File: src/design/sobv_pkg.sv
// sobv_pkg: shared widths, register codes, reset values and the tap type
// for the vertical sobel gradient stream; no dependencies
package sobv_pkg;

  localparam int unsigned PIX_W      = 8;
  localparam int unsigned IDX_W      = 20;
  localparam int unsigned DIM_W      = 11;
  localparam int unsigned LEN_W      = 21;
  localparam int unsigned CFG_IDX_W  = 2;
  localparam int unsigned CFG_DATA_W = 21;

  localparam int unsigned MAX_WIDTH_DEF  = 1024;
  localparam int unsigned MAX_HEIGHT_DEF = 1024;
  localparam int unsigned MIN_DIM        = 3;

  localparam logic [DIM_W-1:0] ROW_SAT     = 11'd2047;
  localparam logic [DIM_W-1:0] DEF_WIDTH   = 11'd640;
  localparam logic [DIM_W-1:0] DEF_HEIGHT  = 11'd480;
  localparam logic [IDX_W-1:0] DEF_START   = 20'd0;
  localparam logic [LEN_W-1:0] DEF_LENGTH  = 21'h100000;

  // configuration register indexes
  localparam logic [CFG_IDX_W-1:0] REG_FRAME_WIDTH  = 2'd0;
  localparam logic [CFG_IDX_W-1:0] REG_FRAME_HEIGHT = 2'd1;
  localparam logic [CFG_IDX_W-1:0] REG_RANGE_START  = 2'd2;
  localparam logic [CFG_IDX_W-1:0] REG_RANGE_LENGTH = 2'd3;

  // one window column: upper row and lower row pixel
  typedef struct packed {
    logic [PIX_W-1:0] up;
    logic [PIX_W-1:0] down;
  } tap_t;

  // clamp a frame dimension to MIN_DIM..hi
  function automatic logic [DIM_W-1:0] clamp_dim(input logic [DIM_W-1:0] v,
                                                 input int unsigned hi);
    logic [DIM_W-1:0] res;
    if (int'(v) < int'(MIN_DIM)) begin
      res = DIM_W'(MIN_DIM);
    end else if (int'(v) > int'(hi)) begin
      res = DIM_W'(hi);
    end else begin
      res = v;
    end
    return res;
  endfunction

endpackage

File: src/design/sobv_tap_cell.sv
// sobv_tap_cell: one column of the 2-row window, passed on to its neighbor
// depends on sobv_pkg for tap_t
module sobv_tap_cell (
  input  logic          clk_i,
  input  logic          rst_ni,
  input  logic          shift_i,
  input  sobv_pkg::tap_t tap_i,
  output sobv_pkg::tap_t tap_o
);
  import sobv_pkg::*;

  tap_t tap_q;
  tap_t tap_d;

  assign tap_d = shift_i ? tap_i : tap_q;

  always_ff @(posedge clk_i or negedge rst_ni) begin
    if (!rst_ni) begin
      tap_q <= '0;
    end else begin
      tap_q <= tap_d;
    end
  end

  assign tap_o = tap_q;

endmodule

File: config.mk
export PLATFORM = sky130hd
export DESIGN_NAME = sobv_tap_cell
export DESIGN_NICKNAME = d
export VERILOG_FILES = /design/src/design/sobv_pkg.sv /design/src/design/sobv_tap_cell.sv
export SDC_FILE = /design/constraint.sdc
export NUM_CORES = 1
export LEC_CHECK = 0
export ABC_CLOCK_PERIOD_IN_PS = 800
export CORE_UTILIZATION = 45
export CTS_CLUSTER_SIZE = 30
export DETAILED_ROUTE_END_ITERATION = 12
export DONT_BUFFER_PORTS = 1
export GPL_TIMING_DRIVEN = 1
export HOLD_SLACK_MARGIN = 0.05
export SETUP_SLACK_MARGIN = 0.15
export SYNTH_ARGS = -nofsm -noshare
export SYNTH_HDL_FRONTEND = slang
export SYNTH_SLANG_ARGS = --single-unit
File: constraint.sdc
create_clock -name clk_i -period 0.8 [get_ports clk_i]
set_input_delay 0.04 -clock clk_i [delete_from_list [all_inputs] [get_ports clk_i]]
set_output_delay 0.04 -clock clk_i [all_outputs]
set_load 0.02 [all_outputs]
======== Yosys cells after proc, flatten, opt, wreduce, memory -nomap -nowiden ========
Cells that the tools add are included.
storage, ports and cells
  bits in registers ....................... 16
  bits of input ports ..................... 19
  logic and storage cells ................. 2
  output and inout port bits .............. 16

======== Longest topological paths before layout ========
  depth after elaboration ................. 0
  depth in mapped cells ................... 3
  gate-level depth less buffers ........... 1

======== Worst setup path before layout ========
No wires, ideal clock.
  path type ............................... reg2reg
  start point ............................. reg tap_o[10] (netlist name)
  end point ............................... reg tap_q, in the netlist tap_o[10]
  path buffers ............................ 0
  arrival ................................. 0.710 ns
  setup time .............................. 0.125 ns
  clock period less this slack ............ 0.835 ns
  cell stages (with the launch flop) ...... 2
  required time ........................... 0.675 ns
  slack ................................... -0.035 ns
  cells stage by stage .................... dfrtp_1 > mux2_4
RTL lines
  element               line                 source
  to (signal assigned)  sobv_tap_cell.sv:21  tap_q <= tap_d;
  to (decl)             sobv_tap_cell.sv:12  tap_t tap_q;

======== Worst setup path after layout ========
  start point ............................. reg tap_q, in the netlist tap_o[1]
  end point ............................... out tap_o[1] in the netlist's numbering
RTL lines
  element    line                source
  to (decl)  sobv_tap_cell.sv:8  output sobv_pkg::tap_t tap_o
No word-level cell between the ends.

==> impl_table.tex <==
\begin{tabular}{lr}
\hline
Metric & Value \\
\hline
\multicolumn{2}{l}{\textbf{Status}} \\
\quad Run status & finished, violations left \\
\quad Violated checks & negative hold slack, negative setup slack \\
\multicolumn{2}{l}{\textbf{Yosys}} \\
\quad Async set-reset flop share out of synthesis & between 90\% and 100\% \\
\quad Synth area leaders & sky130\_fd\_sc\_hd\_\_dfrtp\_1 62\%, sky130\_fd\_sc\_hd\_\_mux2\_4 23\%, sky130\_fd\_sc\_hd\_\_mux2\_2 10\% \\
\quad Commonest cells in the netlist & 16 x sky130\_fd\_sc\_hd\_\_dfrtp\_1, 10 x sky130\_fd\_sc\_hd\_\_mux2\_4, 6 x sky130\_fd\_sc\_hd\_\_mux2\_2 \\
\quad Post-Synthesis Net Count & between 50 and 60 \\
\quad Distinct cell type count of the synthesized netlist & 5 \\
\quad Number of enable flip-flop cells after synthesis & 0 \\
\quad Count of synthesis-stage warnings from yosys & 0 \\
\quad Mean area per synthesized cell & $\sim$19 µm² \\
\quad Top-count cell post-synth & sky130\_fd\_sc\_hd\_\_dfrtp\_1 \\
\quad Area of the mapped netlist & approximately 650 µm² \\
\quad Cell taking the most area after synthesis & sky130\_fd\_sc\_hd\_\_dfrtp\_1 \\
\quad Predominant post-synthesis flop cell & sky130\_fd\_sc\_hd\_\_dfrtp\_1 \\
\quad Post-synthesis cell count & 34 \\
\quad Area share of the largest cell type after synthesis & roughly three fifths \\
\quad Register bit total from synthesis & 16 \\
\quad Seq/Total Area, Yosys & roughly 62\% \\
\multicolumn{2}{l}{\textbf{Clock network}} \\
\quad Number of clock sinks seen by CTS & 16 \\
\quad Maximum level of the CTS H-tree & 1 \\
\quad Inserted Clock Buffers & 3 \\
\quad TritonCTS clock tree & done \\
\quad Cts hold-fix bufs & 1 \\
\quad Clock latency at the later pin of the worst-skew pair & approximately 0.27 ns \\
\quad Clock root buffer & sky130\_fd\_sc\_hd\_\_clkbuf\_4 \\
\quad Max Root-Sink Buffers & 2 \\
\quad Clock-pin slew on the worst setup and hold paths & around 0.09 ns \\
\multicolumn{2}{l}{\textbf{Layout}} \\
\quad Nets & 73 \\
\quad Number of flip-flops under the largest register name & 16 \\
\quad Layout cell share with drive strength beyond 1 & between 90 and 100\% \\
\quad \# diodes & 0 \\
\quad Final core utilization & about 67\% \\
\quad Area growth, synth to finish & 36.4\% \\
\quad Layout Cells excl Fill & 68 \\
\quad Final standard cell area without fillers & 886 µm² \\
\multicolumn{2}{l}{\textbf{Setup path}} \\
\quad Startpoint of the lowest-slack register-to-register path & tap\_o[1]\$\_DFFE\_PN0P\_ \\
\quad Signal arrival time at the worst endpoint & 0.84 ns \\
\quad Critical-path top delay cell & sky130\_fd\_sc\_hd\_\_dfrtp\_2 \\
\quad Buffering stage count on the worst path with inverters included & 1 \\
\quad Kind of end point of the critical path & primary output \\
\quad Critical path's top delay family & flip-flops \\
\quad Crit Path Max Fanout & 2 \\
\quad Startpoint of the most critical setup path & tap\_o[1]\$\_DFFE\_PN0P\_ \\
\quad Critical Path Max Stage Delay & 0.43 ns \\
\quad Type of element launching the critical path & flop \\
\quad Required time of the worst setup path & 0.76 ns \\
\quad Class of the most critical setup path & flop to primary output \\
\quad Cell Chain, Critical Path & buf\_6 \\
\multicolumn{2}{l}{\textbf{Placement}} \\
\quad Placed Instance Area & between 700 and 800 µm² \\
\quad Inst Count DP & 63 \\
\quad Gpl congestion & between 0.5 and 0.6 \\
\quad Number of port buffers & 0 \\
\multicolumn{2}{l}{\textbf{Pwr}} \\
\quad Switching power total & between 0.4 and 0.5 mW \\
\quad Combinational Power Share & a little under a quarter \\
\quad Seq pwr share & roughly half \\
\quad Ratio of total power to cell area & 2150 nW/µm² \\
\quad Sw Share & about a quarter \\
\quad Internal Dissipation & $\sim$1.4 mW \\
\quad Max rail drop VDD & roughly 0.0013 V \\
\quad Leakage power & $\sim$0.4 nW \\
\quad Share of power burned in the clock network & between 20\% and 30\% \\
\multicolumn{2}{l}{\textbf{Timing}} \\
\quad Maximum clock frequency & roughly 1100 MHz \\
\quad Share of the cycle needed by the critical path after routing & 110\% \\
\quad Total count of hold-check failures in the final report & 32 \\
\quad Unrepaired setup endpoints after global routing & true \\
\quad Final Skew & 0 ns \\
\quad Final min period & $\sim$0.88 ns \\
\quad Max Transition Viols Final & 0 \\
\quad Final count of negative-setup-slack endpoints & 17 \\
\quad Final worst hold slack & -0.133 ns \\
\quad Max-slew headroom at the worst pin & between 50 and 60\% \\
\quad Least-Margin Pin Slew & 0.695 ns \\
\quad Post-route setup slack & -0.0763 ns \\
\multicolumn{2}{l}{\textbf{Global route}} \\
\quad Via count of the first global-routing pass & 364 \\
\quad Wire length of the first global-routing pass & about 1600 µm \\
\quad Global Route Usage Sum & between 15 and 20\% \\
\quad Total congestion overflow & 0 \\
\quad Pin count of the biggest net entering global routing & 17 \\
\quad Number of antenna violations at the first check in global routing & 0 \\
\multicolumn{2}{l}{\textbf{Floorplanning}} \\
\quad Area of the core & 1320 µm² \\
\quad Die area & approximately 1600 µm² \\
\quad Ports placed on the boundary & 35 \\
\quad Starting density of the core & a little under 50\% \\
\quad Std cell rows & 13 \\
\quad Die Wd & 40.0 µm \\
\quad Y dimension of the die & 40.0 µm \\
\multicolumn{2}{l}{\textbf{Routing}} \\
\quad DRC violations left & 0 \\
\quad Routed wire per std cell & 17.8 µm \\
\quad Total detailed-routing wirelength & around 1200 µm \\
\quad TritonRoute pass-1 iters & 2 \\
\quad Number of vias after detailed routing & approximately 370 \\
\quad Drt first-iter violations & 1 \\
\quad Residual antenna-violating net count after detailed routing & 0 \\
\quad Drt via density & around 5.4 \\
\multicolumn{2}{l}{\textbf{Min path}} \\
\quad Class of the tightest hold or removal check & primary input to async pin \\
\multicolumn{2}{l}{\textbf{Flow run}} \\
\quad Maximum Capacitance Violations & 0 \\
\hline
\end{tabular}
## stage by stage
stage | total power, mW | TNS (ns) | worst slack [ns]
after detailed placement | 1.33 | 0 | 0.0194
after global routing | 1.99 | -1.68 | -0.110
after CTS | 1.93 | -1.23 | -0.0846
after global placement | 1.32 | 0 | 0.0352
after floorplan | 1.21 | -0.302 | -0.0222
final | 1.90 | -1.03 | -0.0763
## power by group through the flow
stage          clock, mW  combinational, mW  sequential (mW)
3_3_place_gp           0              0.357            0.959
5_1_grt            0.568              0.450            0.976
6_report           0.508              0.430            0.966
3_5_place_dp           0              0.362            0.965
2_1_floorplan          0              0.145             1.06
4_1_cts            0.532              0.433            0.965
## metal layers
metal	vias to the layer above	global-route usage [%]	wire length [µm]
li1	156	-	-
met1	192	15.1	459
met2	16	29.0	664
met3	2	4.44	77
met4	0	10.3	7
met5	-	0	0
## logic make-up after synthesis
logic type	synth area share [%]
mux	33.5
flops	61.7
buf+inv	4.82
## cell usage in the layout (no fill, tap or decap)
| cell | n |
|---|---|
| sky130_fd_sc_hd__mux2_4 | 10 |
| sky130_fd_sc_hd__clkbuf_4 | 3 |
| sky130_fd_sc_hd__dlymetal6s4s_1 | 1 |
| sky130_fd_sc_hd__mux2_2 | 6 |
| sky130_fd_sc_hd__buf_6 | 16 |
| sky130_fd_sc_hd__clkbuf_8 | 1 |
| sky130_fd_sc_hd__dfrtp_2 | 16 |
## worst paths after layout
| check | slack, ns | to | cells past startpoint |
|---|---|---|---|
| worst max-delay path | -0.08 | tap_o[1] | 1 |
| worst min-delay path | -0.13 | tap_o[12]$_DFFE_PN0P_ | 1 |
| worst max register to register | 0 | tap_o[1]$_DFFE_PN0P_ | 1 |
| worst min register to register | 0.54 | tap_o[5]$_DFFE_PN0P_ | 1 |
| max in group asynchronous | 0.45 | tap_o[9]$_DFFE_PN0P_ | 1 |
| min in group clk_i | -0.09 | tap_o[9]$_DFFE_PN0P_ | 1 |
## what timing repair did
item	CTS	global route
hold endpoints to repair	32	32
resized for setup	16	1
buffers inserted	0	0
endpoints found under the setup margin	32	48
## final cells by class
type,instances,area (µm²)
Multi-Input combinational cell,16,218
Clock buffer,4,36.3
Timing Repair Buffer,17,193
Tap cell,15,18.8
Fill cell,83,432
Sequential cell,16,420
(Power assumes the default switching activity.)
